<file path="src/rtl/core/cotr_pkg.sv">
// ----------------------------------------------------------------------------
// Clock offset tracker package
// Shared types, constants and saturation helpers for the clock offset tracker.
// ----------------------------------------------------------------------------
package cotr_pkg;

  // Unsigned 48-bit time, signed 48-bit offset, signed 50-bit working value.
  typedef logic [47:0]        time_t;
  typedef logic signed [47:0] soff_t;
  typedef logic signed [49:0] wide_t;

  // Action codes of an input request.
  localparam logic [1:0] ACT_START = 2'd0;
  localparam logic [1:0] ACT_PING  = 2'd1;
  localparam logic [1:0] ACT_REPLY = 2'd2;

  // Configuration register decode (address bit 2 selects the register).
  localparam logic REG_SLEW = 1'b0;
  localparam logic [19:0] SLEW_RESET = 20'd2000;

  // Schedule constants in microseconds.
  localparam wide_t START_DELAY_US = 50'sd50000;
  localparam wide_t PING_BASE_US   = 50'sd100000;
  localparam wide_t PING_MID_US    = 50'sd500000;
  localparam wide_t PING_LONG_US   = 50'sd10000000;
  localparam wide_t MID_AFTER_US   = 50'sd1000000;
  localparam wide_t LONG_AFTER_US  = 50'sd5000000;

  // Operand bundle for the shared adder.
  typedef struct packed {
    wide_t a;
    wide_t b;
    logic  sub;
  } alu_req_t;

  // One history entry: round trip and offset estimate.
  typedef struct packed {
    soff_t rtt;
    soff_t est;
  } hist_entry_t;

  // Sign-extend a 48-bit offset to the working width.
  function automatic wide_t sext48(input soff_t v);
    return {{2{v[47]}}, v};
  endfunction

  // Zero-extend a 48-bit time to the working width.
  function automatic wide_t zext48(input time_t v);
    return {2'b00, v};
  endfunction

  // Saturate a working value to 48-bit signed.
  function automatic soff_t sat48(input wide_t v);
    soff_t r;
    if ((v[49:47] == 3'b000) || (v[49:47] == 3'b111)) begin
      r = v[47:0];
    end else if (v[49]) begin
      r = {1'b1, 47'd0};
    end else begin
      r = {1'b0, {47{1'b1}}};
    end
    return r;
  endfunction

  // Saturate a non-negative working value to 48-bit unsigned.
  function automatic time_t usat48(input wide_t v);
    time_t r;
    if (v[49:48] != 2'b00) begin
      r = {48{1'b1}};
    end else begin
      r = v[47:0];
    end
    return r;
  endfunction

endpackage

</file>
<file path="src/rtl/core/clock_offset_min_rtt_tracker_core.sv">
// ----------------------------------------------------------------------------
// Clock offset tracker core
// Estimates the offset of a reference clock from the local clock by keeping
// the reply with the least round trip out of a short history ring.
// ----------------------------------------------------------------------------
// Each request is worked through by a small sequencer around one shared
// 50-bit adder, and the block takes no new request until the current one has
// finished. A start request passes through ST_START and a ping request through
// ST_PING1 and ST_PING2 before ST_PUT loads the output register. A reply that
// does not match the latest ping goes straight to ST_PUT; a matching reply
// passes through ST_RTT, ST_EST1, ST_EST2 and ST_WR, and once the ring is full
// it goes on to scan each history entry through the ring's registered read
// port (ST_RD, ST_CMP), then makes up to four bound and compare passes through
// the shared adder and at most one slew move.
// The result is held in an output register until taken.
module clock_offset_min_rtt_tracker_core #(
  parameter int HISTORY_DEPTH = 5
) (
  input  logic                clk,
  input  logic                rst_n,
  // Input requests
  input  logic                in_valid,
  output logic                in_ready,
  input  logic [1:0]          in_action,
  input  logic [47:0]         in_local_time_us,
  input  logic [31:0]         in_reply_id,
  input  logic [47:0]         in_server_time_us,
  input  logic                in_malformed,
  // Results
  output logic                out_valid,
  input  logic                out_ready,
  output logic signed [47:0]  out_offset_us,
  output logic                out_synchronized,
  output logic                out_sync_notice,
  output logic [31:0]         out_ping_id,
  output logic [47:0]         out_next_ping_time_us,
  output logic                out_reply_accepted,
  // Configuration
  input  logic                psel,
  input  logic                penable,
  input  logic                pwrite,
  input  logic [2:0]          paddr,
  input  logic [31:0]         pwdata,
  output logic [31:0]         prdata,
  output logic                pready
);

  localparam int AW = $clog2(HISTORY_DEPTH);
  localparam logic [AW-1:0] LAST_IDX = AW'(HISTORY_DEPTH - 1);

  // Sequencer states.
  localparam logic [3:0] ST_IDLE  = 4'd0;
  localparam logic [3:0] ST_START = 4'd1;
  localparam logic [3:0] ST_PING1 = 4'd2;
  localparam logic [3:0] ST_PING2 = 4'd3;
  localparam logic [3:0] ST_RTT   = 4'd4;
  localparam logic [3:0] ST_EST1  = 4'd5;
  localparam logic [3:0] ST_EST2  = 4'd6;
  localparam logic [3:0] ST_WR    = 4'd7;
  localparam logic [3:0] ST_RD    = 4'd8;
  localparam logic [3:0] ST_CMP   = 4'd9;
  localparam logic [3:0] ST_APPLY = 4'd10;
  localparam logic [3:0] ST_BND   = 4'd11;
  localparam logic [3:0] ST_TST   = 4'd12;
  localparam logic [3:0] ST_MOV   = 4'd13;
  localparam logic [3:0] ST_PUT   = 4'd14;

  // Control and architectural state.
  logic [3:0]              state_r, state_nxt;
  logic [AW-1:0]           idx_r, idx_nxt;
  logic                    full_r, full_nxt;
  logic [AW-1:0]           scan_r, scan_nxt;
  logic [1:0]              phase_r, phase_nxt;
  cotr_pkg::soff_t         offset_r, offset_nxt;
  logic                    sync_r, sync_nxt;
  logic                    notice_r, notice_nxt;
  logic                    accepted_r, accepted_nxt;
  logic [31:0]             ping_id_r, ping_id_nxt;
  cotr_pkg::time_t         last_ping_r, last_ping_nxt;
  cotr_pkg::time_t         sync_start_r, sync_start_nxt;
  cotr_pkg::time_t         next_due_r, next_due_nxt;
  logic [19:0]             slew_r;
  logic                    out_valid_r, out_valid_nxt;

  // Working payload.
  cotr_pkg::time_t         now_r, now_nxt;
  cotr_pkg::time_t         server_r, server_nxt;
  cotr_pkg::wide_t         acc_r, acc_nxt;
  cotr_pkg::soff_t         rtt_r, rtt_nxt;
  cotr_pkg::soff_t         est_r, est_nxt;
  cotr_pkg::soff_t         min_r, min_nxt;
  cotr_pkg::soff_t         best_r, best_nxt;

  // Output payload.
  cotr_pkg::soff_t         out_offset_r;
  logic                    out_sync_r;
  logic                    out_notice_r;
  logic [31:0]             out_ping_id_r;
  cotr_pkg::time_t         out_next_r;
  logic                    out_accepted_r;
  logic                    out_load;

  // Shared adder and history ring.
  cotr_pkg::alu_req_t      alu_req;
  cotr_pkg::wide_t         alu_sum;
  logic                    alu_neg;
  logic                    hist_wr;
  cotr_pkg::hist_entry_t   hist_wdata;
  cotr_pkg::hist_entry_t   hist_rdata;
  cotr_pkg::wide_t         step_w;
  cotr_pkg::wide_t         ping_incr;
  logic                    reply_match;
  logic                    cfg_wr;

  cotr_alu u_alu (
    .req (alu_req),
    .sum (alu_sum),
    .neg (alu_neg)
  );

  cotr_hist #(
    .DEPTH (HISTORY_DEPTH)
  ) u_hist (
    .clk     (clk),
    .wr_en   (hist_wr),
    .wr_addr (idx_r),
    .wr_data (hist_wdata),
    .rd_addr (scan_r),
    .rd_data (hist_rdata)
  );

  assign step_w      = {30'd0, slew_r};
  assign reply_match = (in_reply_id == ping_id_r) && !in_malformed;
  assign hist_wdata  = '{rtt: rtt_r, est: est_r};
  assign hist_wr     = (state_r == ST_WR);

  // Ping interval grows with time since the sync start.
  always_comb begin
    if (acc_r > cotr_pkg::LONG_AFTER_US) begin
      ping_incr = cotr_pkg::PING_LONG_US;
    end else if (acc_r > cotr_pkg::MID_AFTER_US) begin
      ping_incr = cotr_pkg::PING_MID_US;
    end else begin
      ping_incr = cotr_pkg::PING_BASE_US;
    end
  end

  // Operand selection for the shared adder.
  always_comb begin
    alu_req = '{a: '0, b: '0, sub: 1'b0};
    case (state_r)
      ST_START: begin
        alu_req = '{a: cotr_pkg::zext48(now_r), b: cotr_pkg::START_DELAY_US, sub: 1'b0};
      end
      ST_PING1: begin
        alu_req = '{a: cotr_pkg::zext48(now_r), b: cotr_pkg::zext48(sync_start_r),
                    sub: 1'b1};
      end
      ST_PING2: begin
        alu_req = '{a: cotr_pkg::zext48(now_r), b: ping_incr, sub: 1'b0};
      end
      ST_RTT: begin
        alu_req = '{a: cotr_pkg::zext48(now_r), b: cotr_pkg::zext48(last_ping_r),
                    sub: 1'b1};
      end
      ST_EST1: begin
        alu_req = '{a: cotr_pkg::zext48(server_r), b: cotr_pkg::zext48(now_r),
                    sub: 1'b1};
      end
      ST_EST2: begin
        // Arithmetic shift gives the half round trip rounded toward minus infinity.
        alu_req = '{a: acc_r, b: cotr_pkg::sext48(rtt_r >>> 1), sub: 1'b0};
      end
      ST_CMP: begin
        alu_req = '{a: cotr_pkg::sext48(hist_rdata.rtt), b: cotr_pkg::sext48(min_r),
                    sub: 1'b1};
      end
      ST_BND: begin
        // Phases: est - rtt, est + rtt, est - step, est + step.
        alu_req = '{a: cotr_pkg::sext48(best_r),
                    b: phase_r[1] ? step_w : cotr_pkg::sext48(min_r),
                    sub: !phase_r[0]};
      end
      ST_TST: begin
        if (!phase_r[0]) begin
          alu_req = '{a: cotr_pkg::sext48(offset_r), b: acc_r, sub: 1'b1};
        end else begin
          alu_req = '{a: acc_r, b: cotr_pkg::sext48(offset_r), sub: 1'b1};
        end
      end
      ST_MOV: begin
        alu_req = '{a: cotr_pkg::sext48(offset_r), b: step_w, sub: phase_r[0]};
      end
      default: begin
        alu_req = '{a: '0, b: '0, sub: 1'b0};
      end
    endcase
  end

  // Sequencer.
  always_comb begin
    state_nxt      = state_r;
    idx_nxt        = idx_r;
    full_nxt       = full_r;
    scan_nxt       = scan_r;
    phase_nxt      = phase_r;
    offset_nxt     = offset_r;
    sync_nxt       = sync_r;
    notice_nxt     = notice_r;
    accepted_nxt   = accepted_r;
    ping_id_nxt    = ping_id_r;
    last_ping_nxt  = last_ping_r;
    sync_start_nxt = sync_start_r;
    next_due_nxt   = next_due_r;
    now_nxt        = now_r;
    server_nxt     = server_r;
    acc_nxt        = acc_r;
    rtt_nxt        = rtt_r;
    est_nxt        = est_r;
    min_nxt        = min_r;
    best_nxt       = best_r;
    out_load       = 1'b0;
    case (state_r)
      ST_IDLE: begin
        if (in_valid) begin
          now_nxt      = in_local_time_us;
          server_nxt   = in_server_time_us;
          notice_nxt   = 1'b0;
          accepted_nxt = 1'b0;
          case (in_action)
            cotr_pkg::ACT_START: state_nxt = ST_START;
            cotr_pkg::ACT_PING:  state_nxt = ST_PING1;
            cotr_pkg::ACT_REPLY: state_nxt = reply_match ? ST_RTT : ST_PUT;
            default:             state_nxt = ST_PUT;
          endcase
        end
      end
      ST_START: begin
        next_due_nxt   = cotr_pkg::usat48(alu_sum);
        sync_start_nxt = cotr_pkg::usat48(alu_sum);
        state_nxt      = ST_PUT;
      end
      ST_PING1: begin
        acc_nxt   = alu_sum;
        state_nxt = ST_PING2;
      end
      ST_PING2: begin
        next_due_nxt  = cotr_pkg::usat48(alu_sum);
        ping_id_nxt   = ping_id_r + 32'd1;
        last_ping_nxt = now_r;
        state_nxt     = ST_PUT;
      end
      ST_RTT: begin
        rtt_nxt   = cotr_pkg::sat48(alu_sum);
        state_nxt = ST_EST1;
      end
      ST_EST1: begin
        acc_nxt   = alu_sum;
        state_nxt = ST_EST2;
      end
      ST_EST2: begin
        est_nxt   = cotr_pkg::sat48(alu_sum);
        state_nxt = ST_WR;
      end
      ST_WR: begin
        accepted_nxt = 1'b1;
        if (idx_r == LAST_IDX) begin
          idx_nxt  = '0;
          full_nxt = 1'b1;
        end else begin
          idx_nxt = idx_r + 1'b1;
        end
        scan_nxt  = '0;
        state_nxt = (full_r || (idx_r == LAST_IDX)) ? ST_RD : ST_PUT;
      end
      ST_RD: begin
        state_nxt = ST_CMP;
      end
      ST_CMP: begin
        // Strict less-than keeps the first entry on ties.
        if ((scan_r == '0) || alu_neg) begin
          min_nxt  = hist_rdata.rtt;
          best_nxt = hist_rdata.est;
        end
        if (scan_r == LAST_IDX) begin
          state_nxt = ST_APPLY;
        end else begin
          scan_nxt  = scan_r + 1'b1;
          state_nxt = ST_RD;
        end
      end
      ST_APPLY: begin
        if (!sync_r) begin
          offset_nxt = best_r;
          sync_nxt   = 1'b1;
          notice_nxt = 1'b1;
          state_nxt  = ST_PUT;
        end else begin
          phase_nxt = 2'd0;
          state_nxt = ST_BND;
        end
      end
      ST_BND: begin
        acc_nxt   = alu_sum;
        state_nxt = ST_TST;
      end
      ST_TST: begin
        // Clamp to a bound in the first two phases, slew in the last two.
        if (alu_neg) begin
          if (!phase_r[1]) begin
            offset_nxt = cotr_pkg::sat48(acc_r);
            state_nxt  = ST_PUT;
          end else begin
            state_nxt = ST_MOV;
          end
        end else if (phase_r == 2'd3) begin
          offset_nxt = best_r;
          state_nxt  = ST_PUT;
        end else begin
          phase_nxt = phase_r + 2'd1;
          state_nxt = ST_BND;
        end
      end
      ST_MOV: begin
        offset_nxt = cotr_pkg::sat48(alu_sum);
        state_nxt  = ST_PUT;
      end
      ST_PUT: begin
        if (!out_valid_r || out_ready) begin
          out_load  = 1'b1;
          state_nxt = ST_IDLE;
        end
      end
      default: begin
        state_nxt = ST_IDLE;
      end
    endcase
  end

  // Output register handshake.
  always_comb begin
    out_valid_nxt = out_valid_r;
    if (out_load) begin
      out_valid_nxt = 1'b1;
    end else if (out_ready) begin
      out_valid_nxt = 1'b0;
    end
  end

  // Configuration write decode.
  assign cfg_wr = psel && penable && pwrite && (paddr[2] == cotr_pkg::REG_SLEW);

  // Control and architectural state registers.
  always_ff @(posedge clk) begin
    if (!rst_n) begin
      state_r      <= ST_IDLE;
      idx_r        <= '0;
      full_r       <= 1'b0;
      scan_r       <= '0;
      phase_r      <= 2'd0;
      offset_r     <= '0;
      sync_r       <= 1'b0;
      notice_r     <= 1'b0;
      accepted_r   <= 1'b0;
      ping_id_r    <= '0;
      last_ping_r  <= '0;
      sync_start_r <= '0;
      next_due_r   <= {48{1'b1}};
      slew_r       <= cotr_pkg::SLEW_RESET;
      out_valid_r  <= 1'b0;
    end else begin
      state_r      <= state_nxt;
      idx_r        <= idx_nxt;
      full_r       <= full_nxt;
      scan_r       <= scan_nxt;
      phase_r      <= phase_nxt;
      offset_r     <= offset_nxt;
      sync_r       <= sync_nxt;
      notice_r     <= notice_nxt;
      accepted_r   <= accepted_nxt;
      ping_id_r    <= ping_id_nxt;
      last_ping_r  <= last_ping_nxt;
      sync_start_r <= sync_start_nxt;
      next_due_r   <= next_due_nxt;
      out_valid_r  <= out_valid_nxt;
      if (cfg_wr) begin
        slew_r <= pwdata[19:0];
      end
    end
  end

  // Working and output payload registers.
  always_ff @(posedge clk) begin
    now_r    <= now_nxt;
    server_r <= server_nxt;
    acc_r    <= acc_nxt;
    rtt_r    <= rtt_nxt;
    est_r    <= est_nxt;
    min_r    <= min_nxt;
    best_r   <= best_nxt;
    if (out_load) begin
      out_offset_r   <= offset_r;
      out_sync_r     <= sync_r;
      out_notice_r   <= notice_r;
      out_ping_id_r  <= ping_id_r;
      out_next_r     <= next_due_r;
      out_accepted_r <= accepted_r;
    end
  end

  // Port drive.
  assign in_ready              = (state_r == ST_IDLE);
  assign out_valid             = out_valid_r;
  assign out_offset_us         = out_offset_r;
  assign out_synchronized      = out_sync_r;
  assign out_sync_notice       = out_notice_r;
  assign out_ping_id           = out_ping_id_r;
  assign out_next_ping_time_us = out_next_r;
  assign out_reply_accepted    = out_accepted_r;
  assign pready                = 1'b1;
  assign prdata = (paddr[2] == cotr_pkg::REG_SLEW) ? {12'd0, slew_r} : 32'd0;

  // A first-sync notice only comes with an accepted reply and a synced clock.
  a_notice_implies_sync : assert property (@(posedge clk) disable iff (!rst_n)
    out_valid && out_sync_notice |-> out_synchronized && out_reply_accepted)
    else $error("sync notice without an accepted, synchronized reply");

  // Once synchronized, the tracker stays synchronized until reset.
  a_sync_sticky : assert property (@(posedge clk) disable iff (!rst_n)
    sync_r |=> sync_r)
    else $error("synchronized flag dropped");

  // The sequencer is busy in the cycle after it takes a request.
  a_busy_after_accept : assert property (@(posedge clk) disable iff (!rst_n)
    in_valid && in_ready |=> !in_ready)
    else $error("request taken while the previous one is in progress");

  // The ping id moves only at the end of a ping request.
  a_ping_id_source : assert property (@(posedge clk) disable iff (!rst_n)
    $past(rst_n) && (ping_id_r != $past(ping_id_r)) |-> $past(state_r) == ST_PING2)
    else $error("ping id changed outside a ping request");

endmodule

</file>
<file path="src/rtl/core/cotr_alu.sv">
// ----------------------------------------------------------------------------
// Clock offset tracker shared adder
// One 50-bit add/subtract unit used by the sequencer for the schedule, round trip, estimate, bound and slew sums.
// ----------------------------------------------------------------------------
module cotr_alu (
  input  cotr_pkg::alu_req_t req,
  output cotr_pkg::wide_t    sum,
  output logic               neg
);

  // Add or subtract; the sign of a difference serves as the less-than flag.
  always_comb begin
    if (req.sub) begin
      sum = req.a - req.b;
    end else begin
      sum = req.a + req.b;
    end
    neg = sum[49];
  end

endmodule

</file>
<file path="src/rtl/core/cotr_hist.sv">
// ----------------------------------------------------------------------------
// Clock offset tracker history ring
// Holds round trip and offset estimate pairs, one write and one read a cycle.
// ----------------------------------------------------------------------------
module cotr_hist #(
  parameter int DEPTH = 5
) (
  input  logic                     clk,
  input  logic                     wr_en,
  input  logic [$clog2(DEPTH)-1:0] wr_addr,
  input  cotr_pkg::hist_entry_t    wr_data,
  input  logic [$clog2(DEPTH)-1:0] rd_addr,
  output cotr_pkg::hist_entry_t    rd_data
);

  cotr_pkg::hist_entry_t mem_r [DEPTH];
  cotr_pkg::hist_entry_t rd_data_r;

  // Write port.
  always_ff @(posedge clk) begin
    if (wr_en) begin
      mem_r[wr_addr] <= wr_data;
    end
  end

  // Registered read port.
  always_ff @(posedge clk) begin
    rd_data_r <= mem_r[rd_addr];
  end

  assign rd_data = rd_data_r;

endmodule
</file>
<file path="config.mk">
export PLATFORM = sky130hd
export DESIGN_NAME = clock_offset_min_rtt_tracker_core
export DESIGN_NICKNAME = d
export VERILOG_FILES = /design/src/rtl/core/cotr_pkg.sv /design/src/rtl/core/clock_offset_min_rtt_tracker_core.sv /design/src/rtl/core/cotr_alu.sv /design/src/rtl/core/cotr_hist.sv
export SDC_FILE = /design/constraint.sdc
export NUM_CORES = 2
export LEC_CHECK = 0
export ABC_AREA = 1
export BUFFER_PORTS_ARGS = -buffer_cell sky130_fd_sc_hd__buf_2
export CAP_MARGIN = 20
export CELL_PAD_IN_SITES_DETAIL_PLACEMENT = 1
export CELL_PAD_IN_SITES_GLOBAL_PLACEMENT = 1
export CORE_AREA = 2 2 255 508
export DETAILED_ROUTE_END_ITERATION = 16
export DIE_AREA = 0 0 257 510
export PLACE_DENSITY = 0.79
export SYNTH_ARGS = -nofsm -noshare
export SYNTH_HDL_FRONTEND = slang
export SYNTH_SLANG_ARGS = --single-unit
</file>
<file path="constraint.sdc">
create_clock -name clk -period 28 [get_ports clk]
set_clock_uncertainty 0.05 [all_clocks]
set_input_delay 8.4 -clock clk [delete_from_list [all_inputs] [get_ports clk]]
set_output_delay 8.4 -clock clk [all_outputs]
set_load 0.05 [all_outputs]
</file>
==> flow_summary_export.csv <==
group,metric,value,unit
min_path,hold_depth,0,
clock_network,htreeDepth,3,
die,pin_count,339,
detailed_routing,drc_errors,0,
worst_setup_path,crit_family,"buffers and inverters",
worst_setup_path,cp.required,19.55,ns
min_path,min_path_type,"reg -> reg",
timing,min_period_over_period,62.5,%
die,die-height,510,um
detailed_routing,wirelength,210,mm
global_routing,grt_max_degree,111,
die,fp-row-count,185,
timing,tns,0,ns
clock_network,cts_resized,0,
clock_network,postCtsSetupBuffers,0,
detailed_routing,num_vias,44600,
worst_setup_path,rr_worst_depth,38,
clock_network,cts.sinks,1306,
timing,slew-limit-headroom,29.3,%
worst_setup_path,startpoint,"paddr[2]",
finish,layout.cells.most_common_list,"nand2_1 (1184), edfxtp_1 (949), nor2_1 (948), inv_1 (532), o21ai_0 (420)",
placed_design,numPortBuffers,311,
finish,fin_cells,7886,
die,dieArea,131000,um^2
run,cap_violations,0,
worst_setup_path,endpoint_kind,"output pin",
placed_design,placedCellCount,7672,
synth,postSynthAreaPerCell,9.66,um^2
global_routing,grt_pass1_wl,302,mm
die,start_util,44.7,%
timing,fmax,57.1,MHz
worst_setup_path,cp_max_fo,21,
synth,synth_edf_count,949,
clock_network,clk_pin_slew,0.07,ns
global_routing,grt_pass1_vias,45300,
die,core,127000,um^2
clock_network,cts_buffer_depth,3,
worst_setup_path,path_common_cell,"buf_2",
finish,largest_register,"u_hist.mem_r",
synth,netlist_top_cells_area,"edfxtp_1 (50%), dfxtp_1 (13%), nand2_1 (7.8%)",
worst_setup_path,regToRegSetupSlack,16.92,ns
timing,rsz0062_at_grt,"no",
clock_network,hold_buffers,0,
finish,area_growth,12.3,%
outcome,status,"finished clean",
synth,ys_types,55,
finish,largest_reg_flops,480,
synth,syn_inst,5879,
placed_design,dp_hpwl,153,mm
worst_setup_path,cp.arrival,9.06,ns
clock_network,root_buffer,"clkbuf_16",
synth,synth_async_sr_flop_share,0,%
placed_design,finalWeightedCongestion,0.982,
synth,synth_top_area_share,50.2,%
worst_setup_path,critical_path_class,"in -> out",
worst_setup_path,startpoint_type,"input port",
worst_setup_path,path_depth,3,
synth,yosys_most_used_dff,"edfxtp_1",
synth,synth-seq-area-share,62.7,%
detailed_routing,ant_nets,0,
detailed_routing,wl_per_cell,26.6,um
clock_network,cts_tree,"yes",
worst_setup_path,cp.buffers_inverters,2,
synth,synth_seq_cells,1306,
finish,final_common_cell,"nand2_1",
detailed_routing,drt_first_pass_iters,6,
global_routing,grt.overflow.total,0,
timing,worst_pin_slew,1.05,ns
synth,synth_area,56800,um^2
timing,hold_viol_final,0,
die,die_w,257,um
worst_setup_path,cp_cell_sequence,"buf_2, nor2_1, buf_2",
clock_network,cts_buffers,111,
worst_setup_path,cp_slowest_stage_delay,0.28,ns
finish,layout.nets,6333,
global_routing,grt_usage,31.4,%
detailed_routing,first_iter_violations,3883,
detailed_routing,avgViaCountPerCell,5.66,
timing,finalCriticalPeriod,17.51,ns
worst_setup_path,r2r-start,"state_r[1]$_SDFFE_PN0P_",
finish,drive_gt1_share,10.7,%
worst_setup_path,critPathSlowestCell,"buf_2",
timing,slew_viol_final,0,
synth,synth_top_cell_by_area,"edfxtp_1",
timing,finalSetupViolCount,0,
synth,ys.warnings.count,0,
worst_setup_path,r2r_end,"offset_r[36]$_SDFFE_PN0P_",
clock_network,insertion_delay,0.76,ns
global_routing,antenna_found_initial,6,
worst_setup_path,critPathCapture,"prdata[19]",
per-stage QoR:
stage | hold WS, ns | util, % | worst slack, ns | area, um^2
after global routing | 0.359 | 50.2 | 10.46 | 63800
after CTS | 0.344 | 50.2 | 10.49 | 63800
after global placement | 0.337 | 47.1 | 10.55 | 59900
final | 0.356 | 50.2 | 10.49 | 63800
after detailed placement | 0.340 | 47.1 | 10.49 | 59900
after floorplan | 0.336 | - | 9.83 | 56800
worst min-delay path by stage:
| stage | startpoint | endpoint | slack [ns] |
|---|---|---|---|
| floorplan | u_hist.rd_data[0]$_DFF_P_ | best_r[0]$_DFFE_PP_ | 0.34 |
| global placement | u_hist.rd_data[15]$_DFF_P_ | best_r[15]$_DFFE_PP_ | 0.34 |
| detailed placement | u_hist.rd_data[17]$_DFF_P_ | best_r[17]$_DFFE_PP_ | 0.34 |
| CTS | next_due_r[10]$_SDFFE_PN1P_ | out_next_ping_time_us[10]$_DFFE_PP_ | 0.34 |
| global route | u_hist.rd_data[17]$_DFF_P_ | best_r[17]$_DFFE_PP_ | 0.36 |
| finish | u_hist.rd_data[17]$_DFF_P_ | best_r[17]$_DFFE_PP_ | 0.36 |
synth_stat cells (7+ instances only):
library cell / n
a211oi_1: 11
a21oi_1: 341
a221oi_1: 43
a31oi_1: 116
buf_1: 20
buf_2: 32
buf_4: 18
buf_6: 14
clkbuf_1: 203
dfxtp_1: 357
edfxtp_1: 949
ha_1: 56
inv_1: 538
inv_2: 16
nand2_1: 1187
nand2_2: 27
nand3_1: 140
nand4_1: 47
nor2_1: 953
nor2_2: 7
nor3_1: 47
nor4_1: 18
o2111ai_1: 49
o211ai_1: 20
o21ai_0: 420
o21ai_1: 24
o22ai_1: 29
or2_1: 10
or2_2: 9
xnor2_1: 41
xor2_1: 72
cells by family (layout without fill, tap and decap cells):
| group | Yosys count | in the layout | synth area share, % |
|---|---|---|---|
| xor gates and xnor gates | 113 | 113 | 1.74 |
| AOI/OAI and AO/OA | 1089 | 1089 | 10.8 |
| other | 2 | 15 | 0.0132 |
| adders and majority gates | 57 | 57 | 1.27 |
| buffers and inverters | 846 | 1157 | 5.96 |
| and+or+nand+nor | 2466 | 2466 | 17.4 |
| DFF | 1306 | 1306 | 62.7 |
layout make-up:
type / instances / area [um^2]
Inverter: 559 / 2110
Tap cell: 1683 / 2110
Clock buffer: 156 / 3170
Fill cell: 14300 / 63300
Antenna cell: 2 / 5.00
Multi-Input combinational cell: 3738 / 17900
Clock inverter: 55 / 671
Timing Repair Buffer: 387 / 2130
Sequential cell: 1306 / 35700
worst register-to-register path, delay by kind of cell, from the launching register on:
family	cells	cell delay, ns
adder cells (fa/ha/maj)	1	0.34
AO/OA/AOI/OAI	7	2.33
AND/OR/NAND/NOR	21	4.80
flip-flops	1	0.84
XOR/XNOR	1	0.22
buffers and inverters	8	2.40
metal layers:
layer  vias up  share of wire [%]  GRT usage, %
met2      1746                 50          54.6
met1     22300                 40          39.9
met4         0                4.5          13.4
met3       359                5.9          3.08
li1      20300                  -             -
met5         -                  0             0
Power is left out: the tool's default activity adds up to more than one toggle a clock period on the data nets, which glitch-free logic cannot reach.
